<file path="src/rtl/core/aekd_pkg.sv">
// Package: shared types and constants of the ANSI escape key decoder.
`default_nettype none
package aekd_pkg;

	// Byte values that steer the decoder
	localparam logic [7:0] BYTE_ESC      = 8'h1B;
	localparam logic [7:0] BYTE_LBRACKET = 8'h5B;
	localparam logic [7:0] BYTE_TILDE    = 8'h7E;
	localparam logic [7:0] BYTE_ZERO     = 8'h30;
	localparam logic [7:0] BYTE_NINE     = 8'h39;
	localparam logic [7:0] BYTE_UPPER_A  = 8'h41;
	localparam logic [7:0] BYTE_UPPER_D  = 8'h44;

	// Key code classes
	localparam logic [15:0] CLASS_META     = 16'h0100;
	localparam logic [15:0] CLASS_NUMBER   = 16'h0200;
	localparam logic [15:0] CLASS_ARROW    = 16'h0400;
	localparam logic [15:0] CLASS_OTHER    = 16'h0800;
	localparam logic [15:0] CODE_MALFORMED = 16'hFFFF;

	// Largest decimal value of a two-digit number
	localparam logic [6:0] NUMBER_MAX = 7'd99;

	// Sequence phase
	typedef enum logic [2:0] {
		PH_IDLE    = 3'd0,
		PH_ESC     = 3'd1,
		PH_BRACKET = 3'd2,
		PH_DIGIT1  = 3'd3,
		PH_DIGIT2  = 3'd4
	} phase_t;

	// Decoder result for the byte in flight
	typedef struct packed {
		logic   emit;
		logic [15:0] code;
		phase_t phase;
	} decode_t;

endpackage
`default_nettype wire

</file>
<file path="src/rtl/core/aekd_decode.sv">
// Escape sequence decoder: phase and number registers with next-state and key logic.
`default_nettype none
module aekd_decode (
	input  wire logic           clk,
	input  wire logic           arst_n,
	input  wire logic           step,
	input  wire logic [7:0]     rx_byte,
	output aekd_pkg::decode_t   result
);
	import aekd_pkg::*;

	phase_t     phase_q;
	phase_t     phase_d;
	logic [6:0] accum_q;
	logic [6:0] accum_d;
	logic       emit;
	logic [15:0] code;
	logic       is_digit;
	logic [6:0] digit_val;
	logic [7:0] digit_off;
	logic [15:0] byte_ext;
	logic [15:0] number_code;

	assign is_digit    = (rx_byte >= BYTE_ZERO) && (rx_byte <= BYTE_NINE);
	assign digit_off   = rx_byte - BYTE_ZERO;
	assign digit_val   = digit_off[6:0];
	assign byte_ext    = {8'h00, rx_byte};
	assign number_code = CLASS_NUMBER | {9'd0, accum_q};

	// Advance the sequence and form the key code
	always_comb begin
		phase_d = PH_IDLE;
		accum_d = '0;
		emit    = 1'b1;
		code    = byte_ext;
		case (phase_q)
			PH_ESC: begin
				if (rx_byte == BYTE_LBRACKET) begin
					phase_d = PH_BRACKET;
					emit    = 1'b0;
				end else begin
					code = CLASS_META | byte_ext;
				end
			end
			PH_BRACKET: begin
				if (is_digit) begin
					phase_d = PH_DIGIT1;
					accum_d = digit_val;
					emit    = 1'b0;
				end else if (rx_byte >= BYTE_UPPER_A && rx_byte <= BYTE_UPPER_D) begin
					code = CLASS_ARROW | byte_ext;
				end else begin
					code = CLASS_OTHER | byte_ext;
				end
			end
			PH_DIGIT1: begin
				if (is_digit) begin
					// times ten as two shifts; at most 99 fits seven bits
					phase_d = PH_DIGIT2;
					accum_d = {accum_q[3:0], 3'b000} + {accum_q[5:0], 1'b0} + digit_val;
					emit    = 1'b0;
				end else begin
					code = (rx_byte == BYTE_TILDE) ? number_code : CODE_MALFORMED;
				end
			end
			PH_DIGIT2: begin
				code = (rx_byte == BYTE_TILDE) ? number_code : CODE_MALFORMED;
			end
			default: begin
				if (rx_byte == BYTE_ESC) begin
					phase_d = PH_ESC;
					emit    = 1'b0;
				end
			end
		endcase
	end

	// Hold state unless a byte is stepped through
	always_ff @(posedge clk or negedge arst_n) begin
		if (!arst_n) begin
			phase_q <= PH_IDLE;
			accum_q <= '0;
		end else if (step) begin
			phase_q <= phase_d;
			accum_q <= accum_d;
		end
	end

	assign result.emit  = emit;
	assign result.code  = code;
	assign result.phase = phase_q;

endmodule
`default_nettype wire

</file>
<file path="src/rtl/core/ansi_escape_key_decoder_top.sv">
// Top level of the ANSI escape key decoder: input register, decoder, result register.
//
// Usage:
//   s_axis carries one terminal byte per beat (tdata[7:0] = rx_byte).
//   m_axis carries one 16-bit key code per beat (tdata[15:0] = key_code).
//   A plain byte yields itself, ESC x yields 0x100|x, ESC [ A..D yields
//   0x400|letter, ESC [ n ~ (one or two digits) yields 0x200|n, a bad
//   number yields 0xFFFF, any other ESC [ x yields 0x800|x. Bytes that
//   only extend a pending sequence yield no beat.
// Path: a byte accepted on s_axis sits in the input register, is decoded
//   combinationally from it, and its key code (if any) is loaded into the
//   result register, which drives it onto m_axis.
// Throughput: one byte per cycle while no blocked key code stalls the pipe.
// Reset: arst_n clears the phase to idle, the digit accumulator and both
//   valid flags; no beat is pending afterwards.
// Stall: while a key code waits on m_axis with m_axis_tready low, the
//   whole pipe holds and s_axis_tready drops in the same cycle.
`default_nettype none
module ansi_escape_key_decoder_top (
	input  wire logic        clk,
	input  wire logic        arst_n,
	input  wire logic        s_axis_tvalid,
	output logic             s_axis_tready,
	input  wire logic [7:0]  s_axis_tdata,  // [7:0] rx_byte
	output logic             m_axis_tvalid,
	input  wire logic        m_axis_tready,
	output logic [15:0]      m_axis_tdata   // [15:0] key_code
);
	import aekd_pkg::*;

	logic        advance;
	logic        valid_s1;
	logic [7:0]  byte_s1;
	logic        valid_s2;
	logic [15:0] code_s2;
	decode_t     dec;

	// Move the pipe unless a finished beat is blocked
	assign advance       = !(valid_s2 && !m_axis_tready);
	assign s_axis_tready = advance;

	// Input register
	always_ff @(posedge clk or negedge arst_n) begin
		if (!arst_n) begin
			valid_s1 <= 1'b0;
		end else if (advance) begin
			valid_s1 <= s_axis_tvalid;
		end
	end

	always_ff @(posedge clk) begin
		if (advance && s_axis_tvalid) begin
			byte_s1 <= s_axis_tdata;
		end
	end

	aekd_decode u_decode (
		.clk     (clk),
		.arst_n  (arst_n),
		.step    (advance && valid_s1),
		.rx_byte (byte_s1),
		.result  (dec)
	);

	// Result register
	always_ff @(posedge clk or negedge arst_n) begin
		if (!arst_n) begin
			valid_s2 <= 1'b0;
		end else if (advance) begin
			valid_s2 <= valid_s1 && dec.emit;
		end
	end

	always_ff @(posedge clk) begin
		if (advance && valid_s1 && dec.emit) begin
			code_s2 <= dec.code;
		end
	end

	assign m_axis_tvalid = valid_s2;
	assign m_axis_tdata  = code_s2;

	// A blocked result beat stops intake
	assert property (@(posedge clk) disable iff (!arst_n)
		(m_axis_tvalid && !m_axis_tready) |-> !s_axis_tready)
		else $error("input taken while result beat is blocked");

	// A plain byte in idle yields a beat next cycle
	assert property (@(posedge clk) disable iff (!arst_n)
		(advance && valid_s1 && dec.phase == PH_IDLE && byte_s1 != BYTE_ESC)
		|=> m_axis_tvalid)
		else $error("plain byte produced no key code");

	// Upper class bits set only for the malformed code
	assert property (@(posedge clk) disable iff (!arst_n)
		(m_axis_tvalid && m_axis_tdata[15:12] != 4'h0) |-> (m_axis_tdata == CODE_MALFORMED))
		else $error("bad key code class");

	// A number key stays within two decimal digits
	assert property (@(posedge clk) disable iff (!arst_n)
		(m_axis_tvalid && m_axis_tdata[15:8] == CLASS_NUMBER[15:8])
		|-> (m_axis_tdata[7:0] <= {1'b0, NUMBER_MAX}))
		else $error("number key out of range");

endmodule
`default_nettype wire
</file>
<file path="config.mk">
export PLATFORM = sky130hd
export DESIGN_NAME = ansi_escape_key_decoder_top
export DESIGN_NICKNAME = d
export VERILOG_FILES = /design/src/rtl/core/aekd_pkg.sv /design/src/rtl/core/aekd_decode.sv /design/src/rtl/core/ansi_escape_key_decoder_top.sv
export SDC_FILE = /design/constraint.sdc
export NUM_CORES = 1
export LEC_CHECK = 0
export BUFFER_PORTS_ARGS = -buffer_cell sky130_fd_sc_hd__buf_2
export CAP_MARGIN = 10
export CORE_MARGIN = 4
export CORE_UTILIZATION = 45
export CTS_BUF_LIST = sky130_fd_sc_hd__clkbuf_4 sky130_fd_sc_hd__clkbuf_8
export DETAILED_ROUTE_END_ITERATION = 7
export HOLD_SLACK_MARGIN = 0.03
export PLACE_DENSITY = 0.75
export SETUP_SLACK_MARGIN = 0.15
export SLEW_MARGIN = 30
export SYNTH_ARGS = -nofsm -noshare
export SYNTH_HDL_FRONTEND = slang
export SYNTH_HIERARCHICAL = 1
export SYNTH_SLANG_ARGS = --single-unit
</file>
<file path="constraint.sdc">
create_clock -name clk -period 3.4 [get_ports clk]
set_clock_uncertainty 0.05 [all_clocks]
set_input_delay 0.34 -clock clk [delete_from_list [all_inputs] [get_ports clk]]
set_output_delay 0.34 -clock clk [all_outputs]
set_load 0.01 [all_outputs]
</file>
==> results.sh <==
export IMPL_final_period_utilization=0.703
export IMPL_tightest_slew_ns=0.547
export IMPL_synth_xor_area_frac=0.0334
export IMPL_synthCells=168
export IMPL_p_leak_nw=1.10
export IMPL_crit_top_cell="inv_1"
export IMPL_post_cts_resize_count=0
export IMPL_area_delta_synth_final_pct=14.5
export IMPL_drcViolationCount=0
export IMPL_vias=1326
export IMPL_cts_setup_buffers=0
export IMPL_synth_edff_count=24
export IMPL_synth_ff_type="edfxtp_1"
export IMPL_seqCellArea_mm2=0.00102
export IMPL_syn_nets=193
export IMPL_finalInstanceArea_mm2=0.00228
export IMPL_gp_congestion=0.854
export IMPL_cp_max_fo=4
export IMPL_cts_sinks=36
export IMPL_cts_max_level=2
export IMPL_finalNonFillerCells=249
export IMPL_ys_ff_latch=36
export IMPL_final_min_clock_period_ns=2.39
export IMPL_pwr_density_cell_mw_per_mm2=467
export IMPL_crit_required_ns=3.56
export IMPL_num_rows=23
export IMPL_grt_pass1_vias=1280
export IMPL_yosys_area_share_simple=0.111
export IMPL_yosysWarnings=6
export IMPL_ios=30
export IMPL_irDropWorstVdd_mv=0.319
export IMPL_utilization=0.550
export IMPL_clock_latency_ns=0.29
export IMPL_wire_per_inst_um=15.4
export IMPL_cpPeakStageDelay_ns=0.47
export IMPL_synth_compound_area_frac=0.110
export IMPL_yosys_mux_area_fraction=0.0705
export IMPL_fillers=383
export IMPL_status="finished, final reports clean"
export IMPL_setup_viol=0
export IMPL_syn_area_mm2=0.00199
export IMPL_die_x_um=74.5
export IMPL_dpl_instance_area_mm2=0.00216
export IMPL_setup_tns_final_ns=0
export IMPL_cp_arrival_ns=2.55
export IMPL_coreArea_mm2=0.00414
export IMPL_yosysSeqAreaShare=0.514
export IMPL_max_cap_violations=0
export IMPL_cp_num_buf_inv=3
export IMPL_crit_family="adder cells"
export IMPL_groute_usage_overall=0.153
export IMPL_fin_nets=223
export IMPL_clkTransAtPathRegs_ns=0.07
export IMPL_multi_input_area_um2=837
export IMPL_setup_worst_path_class="flop to flop"
export IMPL_setup_ws_ns=1.01
export IMPL_grt_pass1_wl_mm=6.27
export IMPL_cts_tree="done"
export IMPL_hold_path_class="primary input to flop"
export IMPL_dieHeight_um=74.5
export IMPL_start_util=0.480
export IMPL_ys_types=43
export IMPL_dpl_hpwl_mm=2.92
export IMPL_grt_max_degree=17
export IMPL_dp_cells=240
export IMPL_drt_total_wl_mm=3.85
export IMPL_fmax_mhz=418
export IMPL_antenna_found_initial=0
export IMPL_final_antenna_net_count=0
export IMPL_relSlewSlack=0.634
export IMPL_antennaDiodeCount=0
export IMPL_overflow=0
export IMPL_synthAdderAreaFrac=0.0969
export IMPL_finalPower_mw=1.06
export IMPL_ctsHoldBuffers=1
export IMPL_hold_viol_final=0
export IMPL_post_place_ws_ns=1.03
export IMPL_whs_ns=0.170
export IMPL_rsz0062_at_grt="no"
export IMPL_start_kind="flop"
export IMPL_worstPathCellList="inv_1 > ha_1 > inv_1 > fa_1 > inv_1 > ha_1 > nand2_1 > a211oi_1 > a221oi_1 > o2bb2ai_1"
export IMPL_cts_buffer_depth=2
export IMPL_ys_async_sr_fraction=0.333
export IMPL_firstDrtPassIters=4
export IMPL_dr_first_iter_drc_count=70
export IMPL_die_area_mm2=0.00555
export IMPL_cp_slowest_cell="fa_1"
export IMPL_syn_area_per_cell_um2=11.8
export IMPL_synth_top_family_by_area="simple AND/OR/NAND/NOR gates"
export IMPL_drive_above_1_share=0.231
export IMPL_io_buffers=29
export IMPL_critPathCaptureType="flop"
export IMPL_drt_vias_per_instance=5.33
export IMPL_cts_buffers=5
export IMPL_root_buffer="clkbuf_8"
export IMPL_slew_viol_final=0
[logic make-up (layout without fill, tap and decap cells)]
kind of cell | Yosys count | count (layout)
simple gates | 39 | 39
fa+ha+maj | 13 | 13
compound gates | 32 | 32
mux | 13 | 13
buf+inv | 29 | 60
xor+xnor | 6 | 6
flops | 36 | 36
[power by group]
part | switching, mW | internal [mW]
clock network | 0.148 | 0.225
registers | 0.0280 | 0.506
logic | 0.0908 | 0.0664
[state kept, by name (all words and copies together) (netlist names)]
name              count
u_decode/phase_q      3
valid_s1              1
m_axis_tvalid         1
m_axis_tdata         16
byte_s1               8
u_decode/accum_q      7
[layout make-up]
class | instances | area share
flip-flops and latches | 36 | 0.448
multi-input cells | 103 | 0.368
repair buffers | 32 | 0.0747
clock buffers | 6 | 0.0335
inverters | 20 | 0.0330
well taps | 50 | 0.0275
clock inverters | 2 | 0.0154
[cells in the mapped netlist, types with 2 or more instances]
cell,count,area (µm²)
a21o_1,3,22.5
a21oi_1,3,15.0
a31oi_1,5,31.3
and2_1,2,12.5
and3_1,2,12.5
buf_2,2,10.0
buf_4,5,37.5
dfrtp_1,12,300
edfxtp_1,24,721
fa_1,4,80.1
ha_1,9,113
inv_1,19,71.3
mux2_4,2,30.0
mux2i_1,11,110
nand2_1,6,22.5
nand3_1,4,20.0
nand4_1,3,18.8
nor2_1,11,41.3
nor2b_1,4,25.0
o21ai_0,6,30.0
o21ai_1,2,10.0
o22ai_1,3,18.8
o2bb2ai_1,3,26.3
xnor2_1,4,35.0
[routing by layer]
layer	GRT usage	part of all wire	wire, µm
met1	0.204	0.45	1750
met2	0.224	0.44	1700
met3	0.0541	0.087	334
met4	0.0711	0.016	63
met5	0	0	0
[layout by cell type (no fill, tap or decap), types with 5 or more instances in the layout]
| cell type | count |
|---|---|
| mux2i_1 | 11 |
| a31oi_1 | 5 |
| buf_2 | 29 |
| clkbuf_8 | 5 |
| inv_1 | 19 |
| nor2_1 | 11 |
| o21ai_0 | 6 |
| dfrtp_1 | 12 |
| ha_1 | 9 |
| edfxtp_1 | 24 |
| nand2_1 | 6 |
[worst paths after layout]
check                                             endpoint            startpoint  cells after the start  slack, ns
min reg2reg                      m_axis_tvalid$_DFFE_PN0N_  valid_s1$_DFFE_PN0N_                      2       0.48
max                        u_decode/accum_q[5]$_DFFE_PN0P_  byte_s1[4]$_DFFE_PP_                     10       1.01
min                                   byte_s1[6]$_DFFE_PP_       s_axis_tdata[6]                      1       0.17
min in group asynchronous  u_decode/phase_q[1]$_DFFE_PN0P_                arst_n                      2       0.41
max in group asynchronous  u_decode/accum_q[6]$_DFFE_PN0P_                arst_n                      2       2.65
max reg2reg                u_decode/accum_q[5]$_DFFE_PN0P_  byte_s1[4]$_DFFE_PP_                     10       1.01
Power figures use the tool's default switching activity.
